===== config.mk =====
export PLATFORM = sky130hd
export DESIGN_NAME = timed_action_scheduler_top
export DESIGN_NICKNAME = d
export VERILOG_FILES = /design/src/sv/tas_pkg.sv /design/src/sv/tas_ctrl.sv /design/src/sv/tas_dp.sv /design/src/sv/timed_action_scheduler_top.sv
export SDC_FILE = /design/constraint.sdc
export NUM_CORES = 1
export LEC_CHECK = 0
export BUFFER_PORTS_ARGS = -buffer_cell sky130_fd_sc_hd__buf_4
export CAP_MARGIN = 40
export CORE_UTILIZATION = 45
export CTS_CLUSTER_DIAMETER = 50
export DETAILED_ROUTE_END_ITERATION = 10
export GPL_TIMING_DRIVEN = 0
export SKIP_LAST_GASP = 1
export SLEW_MARGIN = 20
export SYNTH_ARGS = -nofsm -noshare
export SYNTH_HDL_FRONTEND = slang
export SYNTH_SLANG_ARGS = --single-unit

===== constraint.sdc =====
create_clock -name clk -period 5.95 [get_ports clk]
set_input_delay 1.785 -clock clk [delete_from_list [all_inputs] [get_ports clk]]
set_output_delay 1.785 -clock clk [all_outputs]
set_load 0.05 [all_outputs]

===== src/sv/tas_pkg.sv =====
// Shared types and constants for the timed action scheduler.
`default_nettype none

package tas_pkg;

    // Request opcodes
    localparam logic OP_ADD  = 1'b0;
    localparam logic OP_TICK = 1'b1;

    // Action codes: NONE marks a free slot, POWER_ON..FAN_OFF are the known commands
    localparam logic [3:0] ACT_NONE     = 4'd0;
    localparam logic [3:0] ACT_POWER_ON = 4'd1;
    localparam logic [3:0] ACT_FAN_OFF  = 4'd4;

    // Result kinds
    localparam logic KIND_KNOWN   = 1'b0;
    localparam logic KIND_UNKNOWN = 1'b1;

    // Number of addressable target units
    localparam int unsigned NUM_TARGETS = 8;

    // Results emitted per tick at most, and the counter that tracks them
    localparam int unsigned MAX_RESULTS = 8;
    localparam int unsigned CNT_W       = $clog2(MAX_RESULTS + 1);

    typedef enum logic [2:0] {
        ST_IDLE,
        ST_ADD,
        ST_SCAN_RD,
        ST_SCAN_EV,
        ST_FLUSH
    } state_t;

    // Controller to datapath
    typedef struct packed {
        logic load;       // latch the incoming request, restart index and count
        logic idx_inc;    // step to the next slot
        logic add_write;  // store the latched add into the current slot
        logic slot_clear; // free the current slot
        logic fire;       // take the current slot as a result
        logic flush_out;  // send the held result as the final one of the tick
        logic tick_done;  // last tick time takes the latched now
    } cmd_t;

    // Datapath to controller
    typedef struct packed {
        logic slot_free;  // current slot holds no action
        logic idx_end;    // current slot is the highest one
        logic due;        // current slot deadline lies in the tick window
        logic live;       // current slot holds an action and the result budget is left
        logic pend_valid; // a result is held back waiting for its last flag
        logic out_free;   // output register can take a result this cycle
    } sts_t;

endpackage

`default_nettype wire


===== src/sv/tas_ctrl.sv =====
// Sequencer for add and tick requests of the timed action scheduler.
`default_nettype none

module tas_ctrl (
    input  wire logic           clk,
    input  wire logic           rst_n,
    input  wire logic           in_valid,
    input  wire logic           op,
    output logic                in_ready,
    input  wire tas_pkg::sts_t  sts,
    output tas_pkg::cmd_t       cmd
);

    tas_pkg::state_t state_reg;
    tas_pkg::state_t state_next;
    logic            fire_now;

    // State register
    always_ff @(posedge clk or negedge rst_n)
    begin
        if (!rst_n)
        begin
            state_reg <= tas_pkg::ST_IDLE;
        end
        else
        begin
            state_reg <= state_next;
        end
    end

    assign fire_now = sts.due && sts.live;

    // Next state and commands
    always_comb
    begin
        state_next = state_reg;
        cmd        = '0;
        in_ready   = 1'b0;
        unique case (state_reg)
            tas_pkg::ST_IDLE:
            begin
                in_ready = 1'b1;
                if (in_valid)
                begin
                    cmd.load   = 1'b1;
                    state_next = (op == tas_pkg::OP_TICK) ? tas_pkg::ST_SCAN_RD
                                                          : tas_pkg::ST_ADD;
                end
            end
            // walk up to the lowest free slot; drop the add when none is free
            tas_pkg::ST_ADD:
            begin
                if (sts.slot_free)
                begin
                    cmd.add_write = 1'b1;
                    state_next    = tas_pkg::ST_IDLE;
                end
                else if (sts.idx_end)
                begin
                    state_next = tas_pkg::ST_IDLE;
                end
                else
                begin
                    cmd.idx_inc = 1'b1;
                end
            end
            tas_pkg::ST_SCAN_RD:
            begin
                state_next = tas_pkg::ST_SCAN_EV;
            end
            // a new firing pushes the held one out, so wait for room
            tas_pkg::ST_SCAN_EV:
            begin
                if (!(fire_now && sts.pend_valid && !sts.out_free))
                begin
                    cmd.slot_clear = sts.due;
                    cmd.fire       = fire_now;
                    if (sts.idx_end)
                    begin
                        state_next = tas_pkg::ST_FLUSH;
                    end
                    else
                    begin
                        cmd.idx_inc = 1'b1;
                        state_next  = tas_pkg::ST_SCAN_RD;
                    end
                end
            end
            tas_pkg::ST_FLUSH:
            begin
                if (!(sts.pend_valid && !sts.out_free))
                begin
                    cmd.flush_out = sts.pend_valid;
                    cmd.tick_done = 1'b1;
                    state_next    = tas_pkg::ST_IDLE;
                end
            end
            default:
            begin
                state_next = tas_pkg::ST_IDLE;
            end
        endcase
    end

    // A held result never survives into idle
    assert property (@(posedge clk) disable iff (!rst_n)
        (state_reg == tas_pkg::ST_IDLE) |-> !sts.pend_valid)
        else $error("held result left over after tick");

    // A firing that would overwrite a full output register is not issued
    assert property (@(posedge clk) disable iff (!rst_n)
        (cmd.fire && sts.pend_valid) |-> sts.out_free)
        else $error("result pushed into busy output register");

endmodule

`default_nettype wire


===== src/sv/tas_dp.sv =====
// Slot storage, tick window compare and result registers of the scheduler.
`default_nettype none

module tas_dp #(
    parameter int unsigned NUM_SLOTS = 8
) (
    input  wire logic           clk,
    input  wire logic           rst_n,
    input  wire tas_pkg::cmd_t  cmd,
    output tas_pkg::sts_t       sts,
    input  wire logic [31:0]    now_ms,
    input  wire logic [3:0]     action_code,
    input  wire logic [2:0]     target_id,
    input  wire logic [31:0]    delay_ms,
    output logic                out_valid,
    input  wire logic           out_ready,
    output logic                kind,
    output logic [3:0]          action_out,
    output logic [2:0]          target_out,
    output logic [2:0]          slot_out,
    output logic                last
);

    localparam int unsigned IDX_W = (NUM_SLOTS > 1) ? $clog2(NUM_SLOTS) : 1;

    // Latched request
    logic [31:0]               now_reg;
    logic [3:0]                act_in_reg;
    logic [2:0]                tgt_in_reg;
    logic [31:0]               dl_in_reg;

    logic [IDX_W-1:0]          idx_reg;
    logic [tas_pkg::CNT_W-1:0] cnt_reg;
    logic [31:0]               last_tick_reg;

    // Slot store: actions in flops (reset free), deadline and target in memory
    logic [3:0]                slot_action_reg [NUM_SLOTS];
    logic [31:0]               deadline_mem    [NUM_SLOTS];
    logic [2:0]                target_mem      [NUM_SLOTS];
    logic [31:0]               rd_dl_reg;
    logic [2:0]                rd_tgt_reg;

    // Held result and output register
    logic                      pend_valid_reg;
    logic                      pend_kind_reg;
    logic [3:0]                pend_act_reg;
    logic [2:0]                pend_tgt_reg;
    logic [2:0]                pend_slot_reg;
    logic                      out_valid_reg;
    logic                      kind_reg;
    logic [3:0]                action_reg;
    logic [2:0]                target_reg;
    logic [2:0]                slot_reg;
    logic                      last_reg;

    logic [3:0]                cur_act;
    logic                      in_win;
    logic                      wrapped;
    logic                      known;
    logic                      push;
    logic [31:0]               idx_ext;

    assign cur_act = slot_action_reg[idx_reg];
    assign idx_ext = 32'(idx_reg);

    // Tick window: (last, now], or both ends open around the wrap
    assign in_win  = (rd_dl_reg > last_tick_reg) && (rd_dl_reg <= now_reg);
    assign wrapped = (now_reg < last_tick_reg)
                     && ((rd_dl_reg > last_tick_reg) || (rd_dl_reg < now_reg));

    assign known = (cur_act >= tas_pkg::ACT_POWER_ON) && (cur_act <= tas_pkg::ACT_FAN_OFF)
                   && (32'(rd_tgt_reg) < tas_pkg::NUM_TARGETS);

    assign push = (cmd.fire && pend_valid_reg) || cmd.flush_out;

    // Status to the controller
    always_comb
    begin
        sts.slot_free  = (cur_act == tas_pkg::ACT_NONE);
        sts.idx_end    = (idx_reg == IDX_W'(NUM_SLOTS - 1));
        sts.due        = in_win || wrapped;
        sts.live       = (cur_act != tas_pkg::ACT_NONE)
                         && (32'(cnt_reg) < tas_pkg::MAX_RESULTS);
        sts.pend_valid = pend_valid_reg;
        sts.out_free   = !out_valid_reg || out_ready;
    end

    // Request latch
    always_ff @(posedge clk)
    begin
        if (cmd.load)
        begin
            now_reg    <= now_ms;
            act_in_reg <= action_code;
            tgt_in_reg <= target_id;
            dl_in_reg  <= delay_ms;
        end
    end

    // Index, result count and last tick time
    always_ff @(posedge clk or negedge rst_n)
    begin
        if (!rst_n)
        begin
            idx_reg       <= '0;
            cnt_reg       <= '0;
            last_tick_reg <= '0;
        end
        else
        begin
            if (cmd.load)
            begin
                idx_reg <= '0;
                cnt_reg <= '0;
            end
            else
            begin
                if (cmd.idx_inc)
                begin
                    idx_reg <= idx_reg + 1'b1;
                end
                if (cmd.fire)
                begin
                    cnt_reg <= cnt_reg + 1'b1;
                end
            end
            if (cmd.tick_done)
            begin
                last_tick_reg <= now_reg;
            end
        end
    end

    // Slot actions
    always_ff @(posedge clk or negedge rst_n)
    begin
        if (!rst_n)
        begin
            for (int i = 0; i < NUM_SLOTS; i++)
            begin
                slot_action_reg[i] <= tas_pkg::ACT_NONE;
            end
        end
        else if (cmd.add_write)
        begin
            slot_action_reg[idx_reg] <= act_in_reg;
        end
        else if (cmd.slot_clear)
        begin
            slot_action_reg[idx_reg] <= tas_pkg::ACT_NONE;
        end
    end

    // Deadline and target memory, one write and one registered read port
    always_ff @(posedge clk)
    begin
        if (cmd.add_write)
        begin
            deadline_mem[idx_reg] <= now_reg + dl_in_reg;
            target_mem[idx_reg]   <= tgt_in_reg;
        end
        rd_dl_reg  <= deadline_mem[idx_reg];
        rd_tgt_reg <= target_mem[idx_reg];
    end

    // Held result control
    always_ff @(posedge clk or negedge rst_n)
    begin
        if (!rst_n)
        begin
            pend_valid_reg <= 1'b0;
            out_valid_reg  <= 1'b0;
        end
        else
        begin
            if (cmd.load || cmd.flush_out)
            begin
                pend_valid_reg <= 1'b0;
            end
            else if (cmd.fire)
            begin
                pend_valid_reg <= 1'b1;
            end
            if (push)
            begin
                out_valid_reg <= 1'b1;
            end
            else if (out_ready)
            begin
                out_valid_reg <= 1'b0;
            end
        end
    end

    // Held result and output payload
    always_ff @(posedge clk)
    begin
        if (cmd.fire)
        begin
            pend_kind_reg <= known ? tas_pkg::KIND_KNOWN : tas_pkg::KIND_UNKNOWN;
            pend_act_reg  <= cur_act;
            pend_tgt_reg  <= rd_tgt_reg;
            pend_slot_reg <= idx_ext[2:0];
        end
        if (push)
        begin
            kind_reg   <= pend_kind_reg;
            action_reg <= pend_act_reg;
            target_reg <= pend_tgt_reg;
            slot_reg   <= pend_slot_reg;
            last_reg   <= cmd.flush_out;
        end
    end

    assign out_valid  = out_valid_reg;
    assign kind       = kind_reg;
    assign action_out = action_reg;
    assign target_out = target_reg;
    assign slot_out   = slot_reg;
    assign last       = last_reg;

    // Result budget per tick is never exceeded
    assert property (@(posedge clk) disable iff (!rst_n)
        32'(cnt_reg) <= tas_pkg::MAX_RESULTS)
        else $error("result count over budget");

    // A slot is never filled and freed in the same cycle
    assert property (@(posedge clk) disable iff (!rst_n)
        !(cmd.add_write && cmd.slot_clear))
        else $error("add and clear on the same slot");

    // A pushed result shows up on the output the next cycle
    assert property (@(posedge clk) disable iff (!rst_n)
        push |=> out_valid_reg)
        else $error("pushed result not presented");

endmodule

`default_nettype wire


===== src/sv/timed_action_scheduler_top.sv =====
// Top level of the timed action scheduler: controller plus slot datapath.
//
//  channel | signals                                              | direction
//  --------+------------------------------------------------------+----------
//  request | in_valid/in_ready, op, now_ms, action_code,          | in
//          | target_id, delay_ms                                  |
//  result  | out_valid/out_ready, kind, action_out, target_out,   | out
//          | slot_out, last                                       |
//
// An add checks one slot per cycle, lowest first, until a free one is found.
// In a tick each slot passes through a memory read state and a compare state on the
// single read port of the deadline memory. One request is worked on at a time; in_ready
// is high only between requests. A full output register stalls the scan when a result
// must move into it; the last result of a tick is held back until the scan ends so that
// its last flag is known. Reset frees all slots at once.
`default_nettype none

module timed_action_scheduler_top #(
    parameter int unsigned NUM_SLOTS = 8
) (
    input  wire logic        clk,
    input  wire logic        rst_n,
    input  wire logic        in_valid,
    output logic             in_ready,
    input  wire logic        op,
    input  wire logic [31:0] now_ms,
    input  wire logic [3:0]  action_code,
    input  wire logic [2:0]  target_id,
    input  wire logic [31:0] delay_ms,
    output logic             out_valid,
    input  wire logic        out_ready,
    output logic             kind,
    output logic [3:0]       action_out,
    output logic [2:0]       target_out,
    output logic [2:0]       slot_out,
    output logic             last
);

    tas_pkg::cmd_t cmd;
    tas_pkg::sts_t sts;

    tas_ctrl u_ctrl (
        .clk      (clk),
        .rst_n    (rst_n),
        .in_valid (in_valid),
        .op       (op),
        .in_ready (in_ready),
        .sts      (sts),
        .cmd      (cmd)
    );

    tas_dp #(
        .NUM_SLOTS (NUM_SLOTS)
    ) u_dp (
        .clk         (clk),
        .rst_n       (rst_n),
        .cmd         (cmd),
        .sts         (sts),
        .now_ms      (now_ms),
        .action_code (action_code),
        .target_id   (target_id),
        .delay_ms    (delay_ms),
        .out_valid   (out_valid),
        .out_ready   (out_ready),
        .kind        (kind),
        .action_out  (action_out),
        .target_out  (target_out),
        .slot_out    (slot_out),
        .last        (last)
    );

endmodule

`default_nettype wire

==> impl_metrics.yaml <==
global_route:
  grt_pass1_vias: 13700
  grt_pass1_wl_um: 83800
  grt_max_degree: 79
  overflow: 0
  grtUsageTotal_pct: 24.0
  antenna_found_initial: 0
route:
  wl_per_cell_um: 23.5
  drc: 0
  wl_met3_um: 3530
  via_per_inst: 5.79
  wl_met1_um: 23800
  drtPass1Iterations: 5
  highest_layer: "met4"
  drt_iter0_markers: 1228
  wl_um: 55800
  vias: 13800
  wl_met2_um: 27300
  ant_nets: 0
clock_network:
  clock_path_buffers: 3
  clock_latency_ps: 620
  cts_inserted_buffers: 56
  cts_setup_buffers: 0
  cts.sinks: 485
  htreeDepth: 2
  root_buffer: "clkbuf_16"
  cts_tree: "built"
  clkTransAtPathRegs_ps: 60
  cts_resized: 0
  postCtsHoldBufs: 0
critical_path:
  cp_max_fo: 12
  crit_type: "reg -> reg"
  start_kind: "flop"
  cp.required_ps: 6210
  critPathArrivalTime_ps: 4530
  path_common_cell: "nor2_1"
  cp-end-kind: "flop"
  crit_slowest_cell: "o21ai_0"
  cp_cell_sequence: "inv_1 -> ha_1 -> nand4_1 -> or2_2 -> nor2_1 -> o311ai_0 -> and4_1 -> o21ai_0 -> o211ai_1 -> nor2_1 -> a21o_1"
  max_stage_delay_ps: 700
logic_synthesis:
  syn_area_mm2: 0.0209
  synth_ff_type: "edfxtp_1"
  avgSynthCellArea_um2: 13.6
  synth-edff-count: 374
  yosysWarnings: 0
  synthArstFlopShare_pct: 15.7
  synth_cells: 1542
  synth.net_count: 1748
  ys_ff_latch: 485
  ys_seq_area_share_pct: 66.2
  netlist-cell-type-count: 68
min_path:
  min_path_type: "reg -> reg"
timing:
  setup_violations: 0
  fmax_mhz: 234
  postLayoutSetupSlackWorst_ps: 1670
  finalCriticalPeriod_ps: 4280
  tightest_slew_ps: 894
  hold_slack_ps: 413
  final_max_slew_viol_count: 0
  relSlewSlack_pct: 40.0
  grt_setup_unrepaired: "false"
  clock_skew_ps: 29.8
  fin_crit_sh_pct: 71.9
  finalHoldViolCount: 0
final_layout:
  nets: 1934
  area_growth_pct: 19.8
  final_cell_mix: "374 x edfxtp_1, 143 x a22oi_1, 129 x ha_1, 96 x a21oi_1"
  layout-drive-gt1-share_pct: 15.3
  largest_register: "u_dp.deadline_mem"
  mostFrequentLayoutCell: "edfxtp_1"
  layout.filler_cells: 3724
  num_antenna_cells: 0
  final_cells: 2376
  largest_reg_flops: 256
floorplan:
  start_util_pct: 45.9
  die_y_um: 218
  die_x_um: 218
  core_mm2: 0.0456
  pin_count: 90
  die_area_mm2: 0.0473
  rows: 78
pwr:
  power.share.clock_pct: 31.4
  p_per_area_mw_per_mm2: 462
  p_switching_uw: 3800
  peakVddDrop_mv: 0.265
  swShare_pct: 32.9
  finalPower_uw: 11600
  p_int_uw: 7760
  seqPwrFrac_pct: 40.5
  p_leak_uw: 0.00966
  power_frac_comb_pct: 28.1
placed_design:
  hpwlAfterDp_um: 39500
  dp_cells: 2266
  place.gp.congestion: 0.891
  portBuffers: 89
  pre_cts_slack_ps: 1650
flow_run:
  max_cap_viol_count: 0
outcome:
  status: "complete, no violations"
[worst max-delay path: cells and delay by family (launching register included)]
| family | cells | cell delay [ps] |
|---|---|---|
| fa+ha+maj | 1 | 290 |
| flops | 1 | 340 |
| compound gates | 4 | 1800 |
| simple gates | 5 | 1410 |
| buf+inv | 1 | 70 |
[synth_stat cells (14+ instances only)]
cell      number  area share (%)
inv_1         79             1.4
xnor2_1       25             1.0
edfxtp_1     374              54
a21o_1        52             1.9
nor2_1        33            0.59
nor2b_1       14            0.42
ha_1         129             7.7
nand3_1       14            0.34
a22oi_1      143             5.1
o21ai_0       83             2.0
a21oi_1       96             2.3
dfxtp_1       35             3.4
clkbuf_1      50            0.90
nand4_1       57             1.7
nand2_1       89             1.6
dfrtp_1       76             9.1
nand2b_1      14            0.42
and3_1        36             1.1
[metal layers]
metal | track usage, % | up-vias
li1 | - | 6324
met2 | 40.7 | 459
met1 | 32.2 | 6892
met5 | 0 | -
met4 | 6.06 | 0
met3 | 3.67 | 75
[power groups by stage]
stage	logic, uW	clock network [uW]	registers, uW
after global placement	3040	0	4760
after floorplan	2030	0	4650
after CTS	3250	3690	4680
after detailed placement	3220	0	4750
final	3250	3620	4680
after global routing	3590	3810	4720
[area by class of cell]
cell class / count / area [um^2] / area share, %
tap: 600 / 751 / 3.00
multi-input combinational: 914 / 6580 / 26.3
clock inverter: 37 / 430 / 1.72
sequential: 485 / 13800 / 55.3
buffer: 63 / 250 / 1.00
timing repair buffer: 128 / 1330 / 5.31
inverter: 80 / 305 / 1.22
clock buffer: 69 / 1550 / 6.21
[metrics by stage]
stage | instance area, um^2 | util (%) | setup TNS [ps]
2_1_floorplan | 20900 | - | 0
3_3_place_gp | 22300 | 49.0 | -62000
3_5_place_dp | 23000 | 50.4 | 0
4_1_cts | 25000 | 54.8 | 0
5_1_grt | 25000 | 54.9 | 0
6_report | 25000 | 54.9 | 0
[worst paths after layout]
path / from / endpoint / slack (ps) / depth (start not counted)
min in group asynchronous: rst_n / u_dp.slot_action_reg[12]$_DFFE_PN0P_ / 1040 / 1
setup reg to reg: u_dp.last_tick_reg[19]$_DFFE_PN0P_ / u_dp.slot_out[0]$_DFFE_PP_ / 1670 / 11
hold / removal: u_dp.rd_tgt_reg[1]$_DFF_P_ / u_dp.pend_tgt_reg[1]$_DFFE_PP_ / 410 / 0
setup / recovery: u_dp.last_tick_reg[19]$_DFFE_PN0P_ / u_dp.slot_out[0]$_DFFE_PP_ / 1670 / 11
hold reg to reg: u_dp.rd_tgt_reg[1]$_DFF_P_ / u_dp.pend_tgt_reg[1]$_DFFE_PP_ / 410 / 0
max in group asynchronous: rst_n / u_dp.last_tick_reg[2]$_DFFE_PN0P_ / 4260 / 2
[kinds of logic after synthesis]
kind of cell / count (synthesis) / synth area share, %
AO/OA/AOI/OAI: 440 / 13.9
flip-flops: 485 / 66.2
multiplexers: 9 / 0.455
buffers and inverters: 143 / 2.63
adder cells (fa/ha/maj): 130 / 7.82
AND/OR/NAND/NOR: 303 / 7.72
XOR/XNOR: 32 / 1.34
Power figures use the tool's default switching activity.
